## src/hw/rtl/mrfr_pkg.sv

```systemverilog
// mrfr_pkg: shared constants, codes and item types of the multi-reader frame ring
// used by every module of the ring; depends on nothing
`default_nettype none

package mrfr_pkg;

    localparam int CAPACITY    = 1024;
    localparam int SLOT_COUNT  = CAPACITY + 1;
    localparam int SLOT_W      = $clog2(SLOT_COUNT);
    localparam int MAX_READERS = 8;
    localparam int RDR_W       = 3;
    localparam int CNT_W       = $clog2(MAX_READERS + 1);
    localparam int SAMPLE_W    = 16;
    localparam int FRAME_W     = 2 * SAMPLE_W;

    localparam int OP_W       = 2;
    localparam int MODE_W     = 2;
    localparam int STATUS_W   = 2;
    localparam int RC_W       = 4;
    localparam int TC_W       = 2;
    localparam int CFG_IDX_W  = 1;
    localparam int CFG_DATA_W = 4;

    localparam int Q_DEPTH = 2;
    localparam int Q_PTR_W = 1;
    localparam int Q_CNT_W = 2;

    localparam logic [OP_W-1:0] OP_WRITE = 2'd0;
    localparam logic [OP_W-1:0] OP_READ  = 2'd1;
    localparam logic [OP_W-1:0] OP_CLEAR = 2'd2;

    localparam logic [MODE_W-1:0] MODE_T0   = 2'd0;
    localparam logic [MODE_W-1:0] MODE_T1   = 2'd1;
    localparam logic [MODE_W-1:0] MODE_MEAN = 2'd2;

    localparam logic [STATUS_W-1:0] STS_DONE  = 2'd0;
    localparam logic [STATUS_W-1:0] STS_FULL  = 2'd1;
    localparam logic [STATUS_W-1:0] STS_EMPTY = 2'd2;
    localparam logic [STATUS_W-1:0] STS_RANGE = 2'd3;

    localparam logic [CFG_IDX_W-1:0] CFG_READER_COUNT = 1'd0;
    localparam logic [CFG_IDX_W-1:0] CFG_TRACK_COUNT  = 1'd1;

    localparam int KIND_W = 3;
    localparam logic [KIND_W-1:0] K_NOP   = 3'd0;
    localparam logic [KIND_W-1:0] K_WRITE = 3'd1;
    localparam logic [KIND_W-1:0] K_READ  = 3'd2;
    localparam logic [KIND_W-1:0] K_BADRD = 3'd3;
    localparam logic [KIND_W-1:0] K_CLEAR = 3'd4;

    localparam int SEL_W = 2;
    localparam logic [SEL_W-1:0] SEL_T0   = 2'd0;
    localparam logic [SEL_W-1:0] SEL_T1   = 2'd1;
    localparam logic [SEL_W-1:0] SEL_MEAN = 2'd2;

    typedef struct packed {
        logic [CNT_W-1:0] active;
        logic             two_tracks;
    } t_cfg;

    typedef struct packed {
        logic [KIND_W-1:0]          kind;
        logic signed [SAMPLE_W-1:0] left;
        logic signed [SAMPLE_W-1:0] right;
        logic [RDR_W-1:0]           reader;
        logic [SEL_W-1:0]           sel;
        logic                       rd_ok;
    } t_item;

endpackage

`default_nettype wire

```

## src/hw/rtl/mrfr_queue.sv

```systemverilog
// mrfr_queue: two-entry item queue between the decode front and the execution back
// depends on mrfr_pkg
`default_nettype none

module mrfr_queue
    import mrfr_pkg::*;
(
    input  wire logic  i_clk,
    input  wire logic  i_rst_n,
    input  wire logic  i_push,
    input  wire t_item i_item,
    output logic       o_full,
    output logic       o_valid,
    output t_item      o_item,
    input  wire logic  i_pop
);

    t_item                r_entry [Q_DEPTH];
    logic [Q_PTR_W-1:0]   r_wp;
    logic [Q_PTR_W-1:0]   r_rp;
    logic [Q_CNT_W-1:0]   r_cnt;
    logic [Q_PTR_W-1:0]   n_wp;
    logic [Q_PTR_W-1:0]   n_rp;
    logic [Q_CNT_W-1:0]   n_cnt;
    logic                 do_push;
    logic                 do_pop;

    assign o_full  = (r_cnt == Q_CNT_W'(Q_DEPTH));
    assign o_valid = (r_cnt != '0);
    assign o_item  = r_entry[r_rp];
    assign do_push = i_push && !o_full;
    assign do_pop  = i_pop && o_valid;

    always_comb begin
        n_wp  = do_push ? r_wp + 1'b1 : r_wp;
        n_rp  = do_pop ? r_rp + 1'b1 : r_rp;
        n_cnt = r_cnt + Q_CNT_W'(do_push) - Q_CNT_W'(do_pop);
    end

    always_ff @(posedge i_clk) begin
        if (!i_rst_n) begin
            r_wp  <= '0;
            r_rp  <= '0;
            r_cnt <= '0;
        end else begin
            r_wp  <= n_wp;
            r_rp  <= n_rp;
            r_cnt <= n_cnt;
        end
    end

    always_ff @(posedge i_clk) begin
        if (do_push) begin
            r_entry[r_wp] <= i_item;
        end
    end

    a_cnt_bound: assert property (@(posedge i_clk) disable iff (!i_rst_n)
        r_cnt <= Q_CNT_W'(Q_DEPTH))
        else $error("queue count above depth");

endmodule

`default_nettype wire

```

## config.mk

```make
export PLATFORM = sky130hd
export DESIGN_NAME = mrfr_queue
export DESIGN_NICKNAME = d
export VERILOG_FILES = /design/src/hw/rtl/mrfr_pkg.sv /design/src/hw/rtl/mrfr_queue.sv
export SDC_FILE = /design/constraint.sdc
export NUM_CORES = 1
export LEC_CHECK = 0
export BUFFER_PORTS_ARGS = -buffer_cell sky130_fd_sc_hd__buf_2
export CORE_MARGIN = 4
export CORE_UTILIZATION = 50
export DETAILED_ROUTE_END_ITERATION = 7
export PLACE_DENSITY = 0.72
export SLEW_MARGIN = 25
export SYNTH_ARGS = -nofsm -noshare
export SYNTH_HDL_FRONTEND = slang
export SYNTH_SLANG_ARGS = --single-unit
```

## constraint.sdc

```tcl
create_clock -name i_clk -period 4.73 [get_ports i_clk]
set_clock_uncertainty 0.05 [all_clocks]
set_input_delay 0.946 -clock i_clk [delete_from_list [all_inputs] [get_ports i_clk]]
set_output_delay 0.946 -clock i_clk [all_outputs]
set_load 0.03 [all_outputs]
```

==> impl_metrics.json, run 1 <==
{
  "status": "complete, no violations",
  "synthMuxAreaShare_pct": 18.3,
  "synth_top_area_share_pct": 72.4,
  "nets": 297,
  "overflow": 0,
  "clk_path_buf_depth": 2,
  "yosysSeqAreaShare_pct": 75.3,
  "first_pass_iters": 4,
  "die_x_um": 90.5,
  "hold_viol": 0,
  "synth_top_family_by_area": "multiplexers",
  "grt_max_degree": 42,
  "path_cells": "buf_4 -> mux2_4 -> buf_2",
  "drt-met1-wl_mm": 2.29,
  "dp_cells": 316,
  "postCtsSetupRepairBufs": 0,
  "cts-root-buf": "clkbuf_8",
  "io_buffers": 87,
  "wl_per_cell_um": 16.1,
  "cts_tree": "done",
  "timing.hold.ws_ns": 0.474,
  "crit_required_ns": 3.73,
  "grt_usage_pct": 13.8,
  "start_util_pct": 52.4,
  "syn_to_final_growth_pct": 20.5,
  "rsz0062_at_grt": "no",
  "irDropWorstVdd_v": 0.000459,
  "synth_edf_count": 82,
  "hp-class": "reg2reg",
  "htree_levels": 3,
  "pre_cts_ws_ns": 1.93,
  "cp_max_fo": 22,
  "synth_cells": 155,
  "synth_commonest_cells": "82 x edfxtp_1, 40 x mux2_4, 5 x dfxtp_1",
  "synth_cell_type_count": 19,
  "synthSimpleGateAreaFrac_pct": 1.91,
  "synthArstFlopShare_pct": 0,
  "synthAdderAreaFrac_pct": 0.736,
  "power_mw": 2.46,
  "ys_ff_latch": 87,
  "syn-num-nets": 202,
  "syn_area_mm2": 0.00340,
  "cp-start-kind": "flop",
  "fin_util_pct": 63.1,
  "drive_above_1_share_pct": 58.0,
  "report.final.slew_viol_count": 0,
  "grt_pass1_wl_mm": 8.71,
  "grt_pass1_vias": 1751,
  "cts_made_buffers": 9,
  "maxCapViolCount": 0,
  "io_pins": 88,
  "tightest_slew_ns": 0.991,
  "synth-compound-area-share_pct": 0.221,
  "design_area_mm2": 0.00410,
  "drt_iter0_drc": 69,
  "place_area_mm2": 0.00389,
  "fin_setup_tns_ns": 0,
  "min_period_over_period_pct": 66.1,
  "cpPeakStageDelay_ns": 0.76,
  "synthXorXnorAreaFrac_pct": 0.515,
  "power_density_mw_per_mm2": 599,
  "wl_mm": 5.34,
  "min_period_ns": 3.13,
  "crit_type": "reg2out",
  "ant_nets": 0,
  "drc": 0,
  "wl_met2_mm": 2.62,
  "rr_worst_depth": 2,
  "ys_warn_count": 0,
  "dieArea_mm2": 0.00819,
  "via_per_inst": 4.90,
  "dieHeight_um": 90.5,
  "cts.clk_slew.worst_paths_ns": 0.07,
  "finalSetupViolations": 0,
  "post-dp-hpwl_mm": 3.60,
  "yosys.area.top_type": "edfxtp_1",
  "dr_total_vias": 1627,
  "finalNonFillerCells": 332,
  "synthTopCellsByArea": "edfxtp_1 72%, mux2_4 18%, dfxtp_1 2.9%",
  "clock_latency_ns": 0.34,
  "fmax_mhz": 320,
  "top_layer": "met4",
  "cts.sinks": 87,
  "holdBufCountCts": 0,
  "fp-row-count": 29,
  "synth_most_common_cell": "edfxtp_1",
  "postCtsResizedCells": 0,
  "layout_setup_ws_ns": 1.60,
  "wl_met3_um": 359,
  "antenna_found_initial": 0,
  "cpMaxStageDelayCell": "dfxtp_2",
  "leakage_nw": 1.65,
  "cp.arrival_ns": 2.13,
  "hold_path_depth": 2,
  "slew_headroom_pct": 33.9,
  "r2r_slack_ns": 2.89,
  "antenna_cells": 0,
  "endpoint_kind": "output pin",
  "gp_congestion": 0.662,
  "avgSynthCellArea_um2": 21.9,
  "fp.coreArea_mm2": 0.00649,
  "synth_ff_type": "edfxtp_1"
}
[final timing paths]
path | startpoint | end
worst max-delay path | flop | o_item[32]
worst min-delay path | r_wp | r_wp
worst max register to register | r_cnt[0] | r_entry[1][15]
worst min register to register | r_wp | r_wp
[cell families after synthesis]
logic type      Yosys count
compound gates            1
simple gates             13
xor+xnor                  2
fa+ha+maj                 2
buf+inv                   8
flops                    87
mux                      42
[critical path: cells and delay by family, from the launching register on]
kind	cells	cell delay [ns]
flip-flops	1	0.76
buffers and inverters	2	0.68
multiplexers	1	0.34
[sequential cells by signal, indices dropped and copies added, names as in the netlist, named ones only]
register,flops
r_cnt,2
r_entry,82
r_rp,1
r_wp,1
[layer usage]
| metal | global-route usage [%] | vias to the layer above |
|---|---|---|
| met4 | 6.12 | 0 |
| met1 | 17.2 | 786 |
| met2 | 21.9 | 52 |
| li1 | - | 782 |
| met5 | 0 | - |
| met3 | 4.42 | 7 |
[report_power, final]
part	total, mW	switching [mW]	internal [mW]
Clock	0.539	0.246	0.293
Sequential	1.06	0.0704	0.994
Combinational	0.853	0.499	0.354
[cells in the final DEF (no fill, tap or decap), types with 2 or more instances in the layout]
cell	count
dfxtp_1	4
nand2_1	2
ha_1	2
mux2_4	40
and2_1	2
nor2_1	3
edfxtp_1	82
buf_2	87
clkinv_1	2
clkinvlp_4	2
nand2b_1	2
inv_1	3
bufinv_16	2
clkbuf_8	9
[final cells by class]
class	count	area [um^2]
Clock buffer	9	124
Clock inverter	7	87.6
Fill cell	476	2400
Inverter	3	11.3
Multi-Input combinational cell	60	746
Sequential cell	87	2560
Tap cell	77	96.3
Timing Repair Buffer	89	470
(Power assumes the default switching activity.)
==> inputs of run 2 (changes only) <==
Clock period 4.73 ns to 3.06 ns, I/O delays scaled along.
==> run 2 against run 1 <==
Sequential power increased by 53%. Count of clock-buffer cells in the layout increased by 1. Core utilization increased by 0.27 points. Global-route usage decreased by 0.65 points. Critical path type unchanged. Largest cell class unchanged.
==> impl_metrics.json, run 2 (synthesized netlist as in run 1, its figures left out) <==
{
  "fp.coreArea_mm2": 0.00649,
  "drive_above_1_share_pct": 58.4,
  "path_cells": "buf_4 -> mux2_4 -> buf_2",
  "min_period_over_period_pct": 75.9,
  "wl_mm": 5.19,
  "dieArea_mm2": 0.00819,
  "layout_setup_ws_ns": 0.736,
  "clkPwrFrac_pct": 21.1,
  "antenna_cells": 0,
  "post-dp-hpwl_mm": 3.78,
  "power_mw": 3.78,
  "syn_to_final_growth_pct": 21.0,
  "cp.arrival_ns": 1.66,
  "place_area_mm2": 0.00392,
  "fin_setup_tns_ns": 0,
  "pre_cts_ws_ns": 1.06,
  "fp-row-count": 29,
  "gp_congestion": 0.690,
  "dieHeight_um": 90.5,
  "p_switching_mw": 1.23,
  "htree_levels": 3,
  "clk_path_buf_depth": 2,
  "crit_required_ns": 2.40,
  "postCtsResizedCells": 0,
  "grt_usage_pct": 13.1,
  "comb_power_share_pct": 36.0,
  "path_delay_family": "flip-flops",
  "cts.sinks": 87,
  "cp_max_fo": 12,
  "finalSetupViolations": 0,
  "cts.clk_slew.worst_paths_ns": 0.08,
  "antenna_found_initial": 0,
  "irDropWorstVdd_v": 0.000665,
  "cts_made_buffers": 9,
  "clock_latency_ns": 0.33,
  "largest-register": "r_entry",
  "p_sw_share_pct": 32.5,
  "crit_buf_inv": 2,
  "first_pass_iters": 3,
  "cpPeakStageDelay_ns": 0.53,
  "via_per_inst": 4.83,
  "final_common_cell": "buf_2",
  "crit_type": "reg2out",
  "grt_pass1_wl_mm": 8.25,
  "grt_pass1_vias": 1681,
  "slew_headroom_pct": 63.4,
  "design_area_mm2": 0.00412,
  "finalNonFillerCells": 334,
  "cpMaxStageDelayCell": "dfxtp_2",
  "leakage_nw": 1.67,
  "postCtsSetupRepairBufs": 0,
  "holdBufCountCts": 0,
  "drc": 0,
  "endpoint_kind": "output pin",
  "status": "complete, no violations",
  "report.final.slew_viol_count": 0,
  "io_pins": 88,
  "ant_nets": 0,
  "seq_power_share_pct": 42.9,
  "timing.hold.ws_ns": 0.412,
  "min_period_ns": 2.32,
  "drt_iter0_drc": 54,
  "wl_per_cell_um": 15.5,
  "dp_cells": 319,
  "final_cell_mix": "87 x buf_2, 82 x edfxtp_1, 40 x mux2_4",
  "overflow": 0,
  "fillers": 491,
  "cp-start-kind": "flop",
  "io_buffers": 87,
  "fin_util_pct": 63.4,
  "dr_total_vias": 1613,
  "cts_tree": "done",
  "largest_reg_flops": 82,
  "rsz0062_at_grt": "no",
  "nets": 300,
  "internal-power_mw": 2.55,
  "fmax_mhz": 430,
  "hold_viol": 0,
  "cts-root-buf": "clkbuf_8",
  "hp-class": "in2reg",
  "die_x_um": 90.5,
  "top_regs": "r_entry x82, r_cnt x2",
  "power_density_mw_per_mm2": 917,
  "grt_max_degree": 27,
  "start_util_pct": 52.4,
  "tightest_slew_ns": 0.549,
  "maxCapViolCount": 0
}
==> run 2: cell type report <==
cell class | instances | area, um^2 | area share (%)
timing repair buffer | 92 | 498 | 12.1
tap | 77 | 96.3 | 2.34
inverter | 3 | 11.3 | 0.274
clock buffer | 10 | 128 | 3.10
multi-input combinational | 60 | 746 | 18.1
clock inverter | 5 | 73.8 | 1.79
sequential | 87 | 2560 | 62.3
==> run 2: final timing paths <==
check	start	end	slack (ns)	cells past startpoint
setup reg to reg	r_cnt[0]	r_entry[1][5]	1.31	3
setup / recovery	flop	o_item[3]	0.74	3
hold reg to reg	r_rp	r_rp	0.47	2
hold / removal	i_item[13]	r_entry[1][13]	0.41	1
==> run 2: power by group through the flow <==
| stage | logic (mW) | registers, mW | clock network [mW] |
|---|---|---|---|
| final | 1.36 | 1.62 | 0.798 |
| after floorplan | 1.14 | 1.61 | 0 |
| after global routing | 1.44 | 1.64 | 0.876 |
| after global placement | 1.37 | 1.64 | 0 |
| after CTS | 1.38 | 1.62 | 0.823 |
| after detailed placement | 1.38 | 1.65 | 0 |
==> run 2: metal layers <==
layer / vias to the layer above / GRT usage (%) / share of wire (%)
met3: 11 / 3.83 / 5.6
met5: - / 0 / 0
met2: 50 / 21.6 / 52
li1: 786 / - / -
met1: 766 / 15.6 / 41
met4: 0 / 6.51 / 1.9
==> inputs of run 3 (changes only) <==
Clock period 3.06 ns to 2.3 ns, I/O delays scaled along.
==> run 3 against run 2 <==
Via count grew 2.4%. Clock power grew 24%. Non-clock buffer count grew 1. Die area is the same. Final area shrank 0.12%. Largest cell class unchanged.
==> impl_metrics.json, run 3 (synthesized netlist as in run 1, its figures left out) <==
{
  "status": "complete, no violations",
  "cts.clk_slew.worst_paths_ns": 0.08,
  "top_regs": "r_entry x82, r_cnt x2",
  "clk_path_buf_depth": 2,
  "cp_max_fo": 18,
  "slew_headroom_pct": 75.2,
  "final_common_cell": "buf_2",
  "multiInputGateArea_um2": 746,
  "hold_viol": 0,
  "tightest_slew_ns": 0.372,
  "largest-register": "r_entry",
  "fmax_mhz": 459,
  "cts.sinks": 87,
  "dieArea_mm2": 0.00819,
  "start_util_pct": 52.4,
  "power_density_mw_per_mm2": 1210,
  "fp-row-count": 29,
  "cp-start-kind": "flop",
  "hold_end": "r_entry[0][29]",
  "gp_congestion": 0.755,
  "first_pass_iters": 4,
  "dr_total_vias": 1652,
  "clock_latency_ns": 0.34,
  "irDropWorstVdd_v": 0.000652,
  "via_per_inst": 4.92,
  "cpPeakStageDelay_ns": 0.56,
  "grt_pass1_vias": 1661,
  "holdBufCountCts": 0,
  "r2r_slack_ns": 0.53,
  "path_cells": "buf_12 -> mux2_2 -> buf_2",
  "r2r_start": "r_cnt[0]",
  "gr-usage-met1_pct": 17.4,
  "io_pins": 88,
  "report.final.slew_viol_count": 0,
  "antenna_cells": 0,
  "crit_buf_inv": 2,
  "final_cell_mix": "87 x buf_2, 82 x edfxtp_1, 40 x mux2_4",
  "min_period_over_period_pct": 94.8,
  "wl_per_cell_um": 15.6,
  "grt_use_met3_pct": 4.58,
  "path_delay_family": "flip-flops",
  "fillers": 455,
  "syn_to_final_growth_pct": 20.9,
  "wl_mm": 5.25,
  "hold_path_depth": 1,
  "die_x_um": 90.5,
  "overflow": 0,
  "finalSetupViolations": 0,
  "leakage_nw": 1.66,
  "grt.busiest_layer": "met2",
  "seqCellArea_mm2": 0.00256,
  "min_period_ns": 2.18,
  "grt_usage_pct": 13.3,
  "antenna_found_initial": 0,
  "crit_required_ns": 1.79,
  "cts_made_buffers": 9,
  "fp.coreArea_mm2": 0.00649,
  "use_met2_pct": 19.4,
  "nets": 301,
  "drive_above_1_share_pct": 59.1,
  "htree_levels": 3,
  "power_mw": 4.97,
  "endpoint_kind": "output pin",
  "postCtsResizedCells": 0,
  "io_buffers": 87,
  "cp.arrival_ns": 1.67,
  "grt_max_degree": 24,
  "fin_setup_tns_ns": 0,
  "rsz0062_at_grt": "no",
  "largest_reg_flops": 82,
  "hold_start": "i_item[29]",
  "dieHeight_um": 90.5,
  "hp-class": "in2reg",
  "drt_iter0_drc": 91,
  "ant_nets": 0,
  "crit_type": "reg2out",
  "cpMaxStageDelayCell": "dfxtp_2",
  "post-dp-hpwl_mm": 3.64,
  "rr_worst_depth": 8,
  "postCtsSetupRepairBufs": 0,
  "drc": 0,
  "cts_tree": "done",
  "cts-root-buf": "clkbuf_8",
  "worstReg2RegEnd": "r_cnt[1]",
  "maxCapViolCount": 0,
  "grt_pass1_wl_mm": 8.33
}
==> run 3: cell types whose count changed in the layout (fill, tap and decap cells not counted), sizes merged <==
cell      change
clkinv        +1
bufinv        -1
clkinvlp      +1
buf           +1
==> run 3: through the flow <==
stage / hold slack, ns / std cells / utilization, % / cell area [um^2] / worst slack, ns
final: 0.253 / 336 / 63.3 / 4110 / 0.120
after global routing: 0.229 / 336 / 63.3 / 4110 / 0.0402
after CTS: 0.227 / 336 / 63.3 / 4110 / 0.0863
after detailed placement: 0.463 / 320 / 60.4 / 3920 / 0.479
after global placement: 0.447 / 320 / 60.4 / 3920 / 0.485
after floorplan: 0.416 / 155 / - / 3400 / 0.182
==> run 3: final cells by class <==
class                      instances  area share, %
clock inverter                     6           1.49
timing repair buffer              93           12.3
tap                               77           2.34
clock buffer                      10           3.10
inverter                           3          0.274
multi-input combinational         60           18.1
sequential                        87           62.4
==> run 3: worst max-delay path by stage <==
stage | slack (ns) | endpoint | cells past startpoint | startpoint
final | 0.12 | o_item[28] | 3 | flop
after global routing | 0.04 | o_item[28] | 3 | flop
after CTS | 0.09 | o_item[28] | 3 | flop
after detailed placement | 0.48 | o_item[28] | 3 | flop
after global placement | 0.48 | o_item[28] | 3 | flop
after floorplan | 0.18 | r_entry[0][0] | 3 | r_cnt[0]
==> run 3: layer usage <==
| metal | vias to the layer above | wire [um] |
|---|---|---|
| met5 | - | 0 |
| met4 | 0 | 107 |
| met3 | 10 | 387 |
| met2 | 62 | 2410 |
| met1 | 787 | 2340 |
| li1 | 793 | - |
==> run 3: where the power goes <==
| group | internal, mW | leakage [nW] | total [mW] | switching, mW |
|---|---|---|---|---|
| Clock | 0.498 | 0.0960 | 0.987 | 0.489 |
| Sequential | 2.04 | 0.808 | 2.16 | 0.113 |
| Combinational | 0.759 | 0.761 | 1.83 | 1.07 |
| Total | 3.30 | 1.66 | 4.97 | 1.67 |
