[src/hw/rtl/mrfr_pkg.sv]
// mrfr_pkg: shared constants, codes and item types of the multi-reader frame ring
// used by every module of the ring; depends on nothing
`default_nettype none

package mrfr_pkg;

    localparam int CAPACITY    = 1024;
    localparam int SLOT_COUNT  = CAPACITY + 1;
    localparam int SLOT_W      = $clog2(SLOT_COUNT);
    localparam int MAX_READERS = 8;
    localparam int RDR_W       = 3;
    localparam int CNT_W       = $clog2(MAX_READERS + 1);
    localparam int SAMPLE_W    = 16;
    localparam int FRAME_W     = 2 * SAMPLE_W;

    localparam int OP_W       = 2;
    localparam int MODE_W     = 2;
    localparam int STATUS_W   = 2;
    localparam int RC_W       = 4;
    localparam int TC_W       = 2;
    localparam int CFG_IDX_W  = 1;
    localparam int CFG_DATA_W = 4;

    localparam int Q_DEPTH = 2;
    localparam int Q_PTR_W = 1;
    localparam int Q_CNT_W = 2;

    localparam logic [OP_W-1:0] OP_WRITE = 2'd0;
    localparam logic [OP_W-1:0] OP_READ  = 2'd1;
    localparam logic [OP_W-1:0] OP_CLEAR = 2'd2;

    localparam logic [MODE_W-1:0] MODE_T0   = 2'd0;
    localparam logic [MODE_W-1:0] MODE_T1   = 2'd1;
    localparam logic [MODE_W-1:0] MODE_MEAN = 2'd2;

    localparam logic [STATUS_W-1:0] STS_DONE  = 2'd0;
    localparam logic [STATUS_W-1:0] STS_FULL  = 2'd1;
    localparam logic [STATUS_W-1:0] STS_EMPTY = 2'd2;
    localparam logic [STATUS_W-1:0] STS_RANGE = 2'd3;

    localparam logic [CFG_IDX_W-1:0] CFG_READER_COUNT = 1'd0;
    localparam logic [CFG_IDX_W-1:0] CFG_TRACK_COUNT  = 1'd1;

    localparam int KIND_W = 3;
    localparam logic [KIND_W-1:0] K_NOP   = 3'd0;
    localparam logic [KIND_W-1:0] K_WRITE = 3'd1;
    localparam logic [KIND_W-1:0] K_READ  = 3'd2;
    localparam logic [KIND_W-1:0] K_BADRD = 3'd3;
    localparam logic [KIND_W-1:0] K_CLEAR = 3'd4;

    localparam int SEL_W = 2;
    localparam logic [SEL_W-1:0] SEL_T0   = 2'd0;
    localparam logic [SEL_W-1:0] SEL_T1   = 2'd1;
    localparam logic [SEL_W-1:0] SEL_MEAN = 2'd2;

    typedef struct packed {
        logic [CNT_W-1:0] active;
        logic             two_tracks;
    } t_cfg;

    typedef struct packed {
        logic [KIND_W-1:0]          kind;
        logic signed [SAMPLE_W-1:0] left;
        logic signed [SAMPLE_W-1:0] right;
        logic [RDR_W-1:0]           reader;
        logic [SEL_W-1:0]           sel;
        logic                       rd_ok;
    } t_item;

endpackage

`default_nettype wire

[src/hw/rtl/mrfr_front.sv]
// mrfr_front: decodes an incoming item into a kind, a track select and a reader check
// depends on mrfr_pkg
`default_nettype none

module mrfr_front
    import mrfr_pkg::*;
(
    input  wire t_cfg                       i_cfg,
    input  wire logic [OP_W-1:0]            i_operation,
    input  wire logic signed [SAMPLE_W-1:0] i_left_sample,
    input  wire logic signed [SAMPLE_W-1:0] i_right_sample,
    input  wire logic [RDR_W-1:0]           i_reader,
    input  wire logic [MODE_W-1:0]          i_read_mode,
    output t_item                           o_item
);

    logic rd_ok;

    assign rd_ok = (CNT_W'(i_reader) < i_cfg.active);

    always_comb begin
        o_item.left   = i_left_sample;
        o_item.right  = i_right_sample;
        o_item.reader = i_reader;
        o_item.rd_ok  = rd_ok;

        unique case (i_operation)
            OP_WRITE: o_item.kind = K_WRITE;
            OP_READ:  o_item.kind = rd_ok ? K_READ : K_BADRD;
            OP_CLEAR: o_item.kind = K_CLEAR;
            default:  o_item.kind = K_NOP;
        endcase

        // one track: every mode reads track 0
        if (!i_cfg.two_tracks) begin
            o_item.sel = SEL_T0;
        end else if (i_read_mode == MODE_T1) begin
            o_item.sel = SEL_T1;
        end else if (i_read_mode == MODE_MEAN) begin
            o_item.sel = SEL_MEAN;
        end else begin
            o_item.sel = SEL_T0;
        end
    end

endmodule

`default_nettype wire

[config.mk]
export PLATFORM = sky130hd
export DESIGN_NAME = mrfr_front
export DESIGN_NICKNAME = d
export VERILOG_FILES = /design/src/hw/rtl/mrfr_pkg.sv /design/src/hw/rtl/mrfr_front.sv
export SDC_FILE = /design/constraint.sdc
export NUM_CORES = 1
export LEC_CHECK = 0
export ABC_CLOCK_PERIOD_IN_PS = 1150
export BUFFER_PORTS_ARGS = -buffer_cell sky130_fd_sc_hd__buf_2
export CAP_MARGIN = 20
export CORE_MARGIN = 10
export CORE_UTILIZATION = 24
export DETAILED_ROUTE_END_ITERATION = 8
export PLACE_DENSITY = 0.94
export SYNTH_ARGS = -nofsm -noshare
export SYNTH_HDL_FRONTEND = slang
export SYNTH_SLANG_ARGS = --single-unit
[constraint.sdc]
create_clock -name vclk -period 1.15
set_input_delay 0.115 -clock vclk [all_inputs]
set_output_delay 0.115 -clock vclk [all_outputs]
set_load 0.005 [all_outputs]
==> flow_metrics.env, run 1 <==
export IMPL_maxCapViolCount=0
export IMPL_drt_total_wl_um=810
export IMPL_cts_hold_buf=0
export IMPL_grt_usage=0.0395
export IMPL_place_port_buffers=21
export IMPL_ios=85
export IMPL_hold_viol=0
export IMPL_grt_pass1_wl_um=1180
export IMPL_clock_buffers=0
export IMPL_globalplace_congestion=0.724
export IMPL_final_cell_mix="buf_2, inv_1, nor2_1, ha_4, buf_8"
export IMPL_vias=241
export IMPL_synth_top_area_frac=0.720
export IMPL_drtIter0Drc=0
export IMPL_maxSlewHeadroom=0.897
export IMPL_synth_seq_area_share=0
export IMPL_seq_power_share=0
export IMPL_core_um2=1490
export IMPL_yosysUniqueCellTypes=12
export IMPL_fill_cells=175
export IMPL_fmax_mhz=903
export IMPL_hold_class="input pin to primary output"
export IMPL_rows=14
export IMPL_slowest_delay_ps=190
export IMPL_use_met1=0.0238
export IMPL_seq_cell_count=0
export IMPL_critPathRequiredTime_ps=1030
export IMPL_outcome="complete, no violations"
export IMPL_firstDrtPassIters=1
export IMPL_switching_share=0.407
export IMPL_grtUsageMet3=0.0343
export IMPL_final_common_cell="buf_2"
export IMPL_viasPerCell=4.46
export IMPL_setup_violations=0
export IMPL_critical_path_class="input pin to primary output"
export IMPL_crit_chain="buf_8, ha_4, nor3b_2, nor2_2, buf_4, o21bai_1, buf_2"
export IMPL_dieHeight_um=59.5
export IMPL_start_util=0.252
export IMPL_grt_pass1_vias=247
export IMPL_post_route_min_period_ps=1110
export IMPL_intPower_w=0.0000605
export IMPL_vdd_drop_max_v=0.0000626
export IMPL_power_frac_comb=1.000
export IMPL_antenna_cells=0
export IMPL_post_route_drc_count=0
export IMPL_grt_overflow=0
export IMPL_leakage_nw=0.161
export IMPL_die_area_um2=3550
export IMPL_multiInputGateArea_um2=125
export IMPL_yosys_top_cells_area="buf_4, ha_1, nor3b_2, inv_1, nor2_1"
export IMPL_fin_crit_sh=0.962
export IMPL_drv_slew=0
export IMPL_seq_area_um2=0
export IMPL_dieWidth_um=59.5
export IMPL_clkPwrFrac=0
export IMPL_syn_inst=52
export IMPL_yosysWarnings=0
export IMPL_hpwl_um=685
export IMPL_finalHoldWorstSlack_ps=230
export IMPL_synth_area_per_cell_um2=7.22
export IMPL_powerDensity_nw_per_um2=350
export IMPL_synth_area_um2=375
export IMPL_synth_largest_area_cell="buf_4"
export IMPL_grtUsageMet2=0.0773
export IMPL_cp_slowest_cell="nor3b_2"
export IMPL_wl_per_cell_um=15.0
export IMPL_total_power_w=0.000102
export IMPL_critPathArrivalTime_ps=990
export IMPL_grt_max_degree=4
export IMPL_grt_busiest_layer="met2"
export IMPL_layout_drive_gt1_share=0.737
export IMPL_synth_fp_nets=98
export IMPL_worst_path_max_fanout=2
export IMPL_fin_cells=54
export IMPL_final_nets=86
export IMPL_rsz0062_at_grt="true"
export IMPL_crit_path_start_kind="input pin"
export IMPL_place_inst=53
export IMPL_antenna_found_initial=0
export IMPL_drtAntennaViolNets=0
export IMPL_p_sw_w=0.0000415
export IMPL_worstSetupEndpointType="primary output"
export IMPL_tightestPinTransition_ps=153
export IMPL_area_growth_pct=-22.3
-- kinds of logic (layout without fill, tap and decap cells) --
family | after synthesis | count (layout) | synth area share
buffers and inverters | 39 | 25 | 0.750
adder cells (fa/ha/maj) | 2 | 2 | 0.0667
AND/OR/NAND/NOR | 7 | 7 | 0.113
AO/OA/AOI/OAI | 4 | 4 | 0.0700
-- path summary, 6_finish.rpt --
path / start / slack (ps) / endpoint / cells after the start
worst max-delay path: i_reader[1] / 40 / o_item[0] / 7
worst min-delay path: i_right_sample[9] / 230 / o_item[15] / 0
-- repair_timing --
action,CTS,global route
pin swaps,6,4
cloned,0,0
setup buffers,1,0
setup endpoints to repair,1,2
gates resized for setup,7,5
-- cell usage after synthesis --
library cell	count
buf_4	36
inv_1	3
nor2_1	3
ha_1	2
a21oi_1	1
and3b_1	1
nand2_1	1
nor2b_1	1
nor3b_2	1
o21ai_0	1
o21bai_1	1
o31a_1	1
-- routing by layer --
metal  part of all wire  vias to the layer above  wire, µm
met1               0.23                       98       189
met3               0.27                        4       222
met4              0.012                        0        10
met5                  0                        -         0
met2               0.48                       41       388
li1                   -                       98         -
-- power groups by stage --
stage | sequential, W | clock (W) | combinational, W
floorplan | 0 | 0 | 0.000129
global placement | 0 | 0 | 0.0000707
detailed placement | 0 | 0 | 0.0000731
CTS | 0 | 0 | 0.0000925
global route | 0 | 0 | 0.000114
finish | 0 | 0 | 0.000102
-- per-stage QoR --
stage | setup WS (ps) | TNS [ps] | instance area (µm²) | util
after CTS | 3.15 | 0 | 275 | 0.185
after global placement | -24.8 | -24.8 | 230 | 0.155
after detailed placement | -25.7 | -25.7 | 230 | 0.155
after floorplan | 198 | 0 | 375 | -
final | 43.2 | 0 | 292 | 0.196
after global routing | -17.5 | -24.1 | 292 | 0.196
-- worst max-delay path: cells and delay by family --
kind,cells,cell delay (ps)
adders and majority gates,1,150
buffers and inverters,3,360
AOI/OAI and AO/OA,1,110
and+or+nand+nor,2,250
-- area by class of cell --
class,instances,share of cell area
multi-input combinational,13,0.429
timing repair buffer,22,0.455
inverter,3,0.0472
tap,16,0.0687
Note: power is estimated with default switching activity, not from simulation.
==> inputs of run 2 (changes only) <==
--- a/config.mk
+++ b/config.mk
@@ -6,12 +6,12 @@
 export NUM_CORES = 1
 export LEC_CHECK = 0
 export ABC_CLOCK_PERIOD_IN_PS = 1150
-export BUFFER_PORTS_ARGS = -buffer_cell sky130_fd_sc_hd__buf_2
 export CAP_MARGIN = 20
-export CORE_MARGIN = 10
-export CORE_UTILIZATION = 24
+export CORE_AREA = 10 10 47 49
 export DETAILED_ROUTE_END_ITERATION = 8
-export PLACE_DENSITY = 0.94
+export DIE_AREA = 0 0 57 59
+export DONT_BUFFER_PORTS = 1
+export PLACE_DENSITY = 0.52
 export SYNTH_ARGS = -nofsm -noshare
 export SYNTH_HDL_FRONTEND = slang
 export SYNTH_SLANG_ARGS = --single-unit
==> constraint.sdc (replaced) <==
create_clock -name vclk -period 1.15
set_input_delay 0.1725 -clock vclk [all_inputs]
set_output_delay 0.1725 -clock vclk [all_outputs]
set_load 0.005 [all_outputs]
==> run 2 against run 1 <==
  * Setup slack gained 43 ps
  * Core utilization shrank 10 points
  * First-iteration DRC count is the same
  * Sequential cell count is the same
  * Critical path depth shrank 2
  * Wire length shrank 23%
  * Combinational power shrank 64%
  * Via count shrank 31%
  * Worst hold slack gained 110 ps
  * Total power shrank 64%
==> flow_metrics.env, run 2 (same netlist as run 1, synthesis figures left out) <==
export IMPL_outcome="complete, no violations"
export IMPL_critical_path_class="input pin to primary output"
export IMPL_cts_hold_buf=0
export IMPL_finalHoldWorstSlack_ps=345
export IMPL_met2WireLength_um=232
export IMPL_leakage_nw=0.0615
export IMPL_seq_area_um2=0
export IMPL_wirelength_met1_um=189
export IMPL_seq_cell_count=0
export IMPL_post_route_drc_count=0
export IMPL_ios=85
export IMPL_hold_viol=0
export IMPL_antenna_found_initial=0
export IMPL_rows=14
export IMPL_intPower_w=0.0000179
export IMPL_worstSetupEndpointType="primary output"
export IMPL_critPathArrivalTime_ps=890
export IMPL_maxCapViolCount=0
export IMPL_place_port_buffers=0
export IMPL_post_route_min_period_ps=1060
export IMPL_maxSlewHeadroom=0.859
export IMPL_cp_depth=5
export IMPL_p_sw_w=0.0000190
export IMPL_hold_class="input pin to primary output"
export IMPL_path_buf_inv=1
export IMPL_grt_max_degree=4
export IMPL_switching_share=0.515
export IMPL_fin_setup_tns_ps=0
export IMPL_vdd_drop_max_v=0.0000251
export IMPL_hold_depth=0
export IMPL_crit_chain="inv_1, ha_2, o21ai_2, nor2_1, o31a_1"
export IMPL_grt_overflow=0
export IMPL_drt_total_wl_um=627
export IMPL_fin_crit_sh=0.925
export IMPL_final_nets=64
export IMPL_dieWidth_um=57
export IMPL_crit_path_start_kind="input pin"
export IMPL_grt_pass1_wl_um=855
export IMPL_met3_length_um=176
export IMPL_antenna_cells=0
export IMPL_maxUsedRoutingLayer="met4"
export IMPL_power_frac_comb=1.000
export IMPL_hpwl_um=558
export IMPL_powerDensity_nw_per_um2=281
export IMPL_die_area_um2=3360
export IMPL_rsz0062_at_grt="false"
export IMPL_area_growth_pct=-65.0
export IMPL_drv_slew=0
export IMPL_cp_slowest_cell="ha_2"
export IMPL_clkPwrFrac=0
export IMPL_vias=166
export IMPL_drtIter0Drc=0
export IMPL_fmax_mhz=940
export IMPL_viasPerCell=5.19
export IMPL_setup_violations=0
export IMPL_worst_path_max_fanout=2
export IMPL_firstDrtPassIters=1
export IMPL_tightestPinTransition_ps=211
export IMPL_dieHeight_um=59
export IMPL_core_um2=1400
export IMPL_start_util=0.268
export IMPL_fill_cells=166
export IMPL_critPathRequiredTime_ps=980
export IMPL_cpLargestDelayFamily="compound AO/OA/AOI/OAI gates"
export IMPL_slowest_delay_ps=270
export IMPL_drtAntennaViolNets=0
export IMPL_clock_buffers=0
export IMPL_total_power_w=0.0000369
export IMPL_grt_usage=0.0285
export IMPL_layout_drive_gt1_share=0.188
export IMPL_seq_power_share=0
export IMPL_final_cell_mix="inv_1, nor2_1"
export IMPL_grt_pass1_vias=158
export IMPL_wl_per_cell_um=19.6
export IMPL_cts_setup_buffers=0
export IMPL_globalplace_congestion=0.688
## run 2: what timing repair did
item,CTS,global route
gates resized for setup,0,3
endpoints found under the setup margin,0,2
endpoints found under the hold margin,0,0
## run 2: final cells by class
type	count	area, µm²	area share
Tap cell	16	20.0	0.152
Inverter	3	11.3	0.0857
Multi-Input combinational cell	13	100	0.762
## run 2: power groups by stage
stage | registers, W | logic, W | clock network (W)
floorplan | 0 | 0.000129 | 0
CTS | 0 | 0.0000323 | 0
global route | 0 | 0.0000424 | 0
global placement | 0 | 0.0000316 | 0
finish | 0 | 0.0000369 | 0
detailed placement | 0 | 0.0000319 | 0
## run 2: through the flow
| stage | cells | worst slack [ps] | util | area [µm²] |
|---|---|---|---|---|
| after global routing | 32 | 19.3 | 0.0938 | 131 |
| after CTS | 32 | 38.9 | 0.0893 | 125 |
| after detailed placement | 32 | 38.2 | 0.0893 | 125 |
| after global placement | 32 | 47.2 | 0.0893 | 125 |
| final | 32 | 85.8 | 0.0938 | 131 |
| after floorplan | 52 | 83.4 | - | 375 |
## run 2: worst paths after layout
path	start	endpoint	slack, ps
worst max-delay path	i_cfg[2]	o_item[38]	90
worst min-delay path	i_right_sample[4]	o_item[10]	350
## run 2: routing by layer
layer / global-route usage / vias up
met3: 0.0322 / 8
met2: 0.0419 / 42
met5: 0 / -
met4: 0.0134 / 0
met1: 0.0237 / 62
li1: - / 54
==> inputs of run 3 (changes only) <==
--- a/config.mk
+++ b/config.mk
@@ -5,13 +5,14 @@
 export SDC_FILE = /design/constraint.sdc
 export NUM_CORES = 1
 export LEC_CHECK = 0
+export ABC_AREA = 1
 export ABC_CLOCK_PERIOD_IN_PS = 1150
 export CAP_MARGIN = 20
 export CORE_AREA = 10 10 47 49
 export DETAILED_ROUTE_END_ITERATION = 8
 export DIE_AREA = 0 0 57 59
 export DONT_BUFFER_PORTS = 1
-export PLACE_DENSITY = 0.52
+export PLACE_DENSITY = 0.54
 export SYNTH_ARGS = -nofsm -noshare
 export SYNTH_HDL_FRONTEND = slang
 export SYNTH_SLANG_ARGS = --single-unit
==> run 3 against run 2 <==
  * Core utilization up 1.6 points
  * Global-route usage is 0.38 points higher
  * Total power increased by 9.1%
  * Combinational power up 9.2%
  * Sequential cell count unchanged
  * Count of clock-buffer cells in the layout stayed put
  * Critical path depth up 3
  * Maximum frequency is 5.4% higher
==> flow_metrics.env, run 3 <==
export IMPL_grt_pass1_vias=165
export IMPL_maxSlewHeadroom=0.905
export IMPL_post_route_drc_count=0
export IMPL_setup_violations=0
export IMPL_synth_largest_area_cell="buf_4"
export IMPL_rows=14
export IMPL_fin_cells=43
export IMPL_grt_max_degree=3
export IMPL_crit_path_start_kind="input pin"
export IMPL_maxCapViolCount=0
export IMPL_syn_inst=63
export IMPL_critPathArrivalTime_ps=840
export IMPL_grt_overflow=0
export IMPL_fin_crit_sh=0.878
export IMPL_post_dp_cell_area_um2=154
export IMPL_clock_buffers=0
export IMPL_dieWidth_um=57
export IMPL_final_cell_mix="nand2_1, inv_1, nor2_1"
export IMPL_cts_hold_buf=0
export IMPL_finalInstanceArea_um2=154
export IMPL_critPathRequiredTime_ps=980
export IMPL_area_growth_pct=-61.9
export IMPL_hold_viol=0
export IMPL_die_area_um2=3360
export IMPL_cpMostUsedCell="nand2_1"
export IMPL_synth_seq_area_share=0
export IMPL_place_port_buffers=0
export IMPL_wl_per_cell_um=16.5
export IMPL_yosysWarnings=0
export IMPL_synth_top_area_frac=0.669
export IMPL_powerDensity_nw_per_um2=262
export IMPL_leakage_nw=0.100
export IMPL_synth_area_um2=404
export IMPL_critical_path_class="input pin to primary output"
export IMPL_seq_area_um2=0
export IMPL_synth_most_common_cell="buf_4"
export IMPL_tightestPinTransition_ps=142
export IMPL_grt_usage=0.0323
export IMPL_layout_drive_gt1_share=0.0741
export IMPL_drv_slew=0
export IMPL_hold_depth=0
export IMPL_drt_total_wl_um=710
export IMPL_hpwl_um=635
export IMPL_worstSetupEndpointType="primary output"
export IMPL_yosys_top_cells_area="buf_4, nand2_1, inv_1, ha_1, nor2_4"
export IMPL_synth_area_per_cell_um2=6.41
export IMPL_cts_setup_buffers=0
export IMPL_cp_slowest_cell="ha_1"
export IMPL_antenna_found_initial=0
export IMPL_fill_cells=178
export IMPL_firstDrtPassIters=2
export IMPL_drtIter0Drc=1
export IMPL_fmax_mhz=990
export IMPL_globalplace_congestion=0.541
export IMPL_ios=85
export IMPL_drtAntennaViolNets=0
export IMPL_synthTopCellsByCount="buf_4, nand2_1, inv_1, nor2_1"
export IMPL_vdd_drop_max_v=0.0000503
export IMPL_core_um2=1400
export IMPL_vias=165
export IMPL_ctsResizeCount=0
export IMPL_grt_pass1_wl_um=897
export IMPL_fin_setup_tns_ps=0
export IMPL_hold_class="input pin to primary output"
export IMPL_final_common_cell="nand2_1"
export IMPL_crit_chain="inv_1, ha_1, inv_1, nor2_4, nand2_1, nand2_1, nand2_1, nand2_1"
export IMPL_viasPerCell=3.84
export IMPL_total_power_w=0.0000403
export IMPL_final_nets=75
export IMPL_post_route_min_period_ps=1010
export IMPL_start_util=0.288
export IMPL_dieHeight_um=59
export IMPL_yosysUniqueCellTypes=6
export IMPL_worst_path_max_fanout=2
export IMPL_antenna_cells=0
export IMPL_outcome="complete, no violations"
export IMPL_slowest_delay_ps=280
export IMPL_synth_fp_nets=109
export IMPL_rsz0062_at_grt="false"
export IMPL_seq_cell_count=0
export IMPL_place_inst=43
[run 3: layout make-up]
type                            instances  area, µm²  area share
Inverter                                9       33.8       0.220
Multi-Input combinational cell         18        100       0.650
Tap cell                               16       20.0       0.130
[run 3: kinds of logic (layout without fill, tap and decap cells)]
family,Yosys count,in the layout,share of synthesized area
buffers and inverters,45,9,0.752
and+or+nand+nor,16,16,0.186
adders and majority gates,2,2,0.0619
[run 3: layer usage]
layer  global-route usage  vias up  share of wire
met3               0.0236       14           0.24
met5                    0        -              0
met4               0.0570        0           0.13
li1                     -       74              -
met1               0.0200       51           0.24
met2               0.0465       26           0.39
[run 3: worst paths after layout]
path              slack (ps)              start          to
hold / removal           350  i_right_sample[6]  o_item[12]
setup / recovery         140           i_cfg[3]  o_item[38]
[run 3: metrics by stage]
stage,util,worst slack [ps],hold slack [ps]
2_1_floorplan,-,155,365
3_3_place_gp,0.110,129,345
3_5_place_dp,0.110,128,345
4_1_cts,0.110,118,345
5_1_grt,0.110,50.8,345
6_report,0.110,140,345
[run 3: critical path, delay by kind of cell]
| family | cells | cell delay, ps |
|---|---|---|
| AND/OR/NAND/NOR | 5 | 270 |
| adder cells (fa/ha/maj) | 1 | 280 |
| buffers and inverters | 2 | 110 |
[run 3: power by group]
| part | switching [W] | total, W | internal (W) | leakage (nW) |
|---|---|---|---|---|
| logic | 0.0000246 | 0.0000403 | 0.0000157 | 0.100 |
| registers | 0 | 0 | 0 | 0 |
| clock network | 0 | 0 | 0 | 0 |
| total | 0.0000246 | 0.0000403 | 0.0000157 | 0.100 |
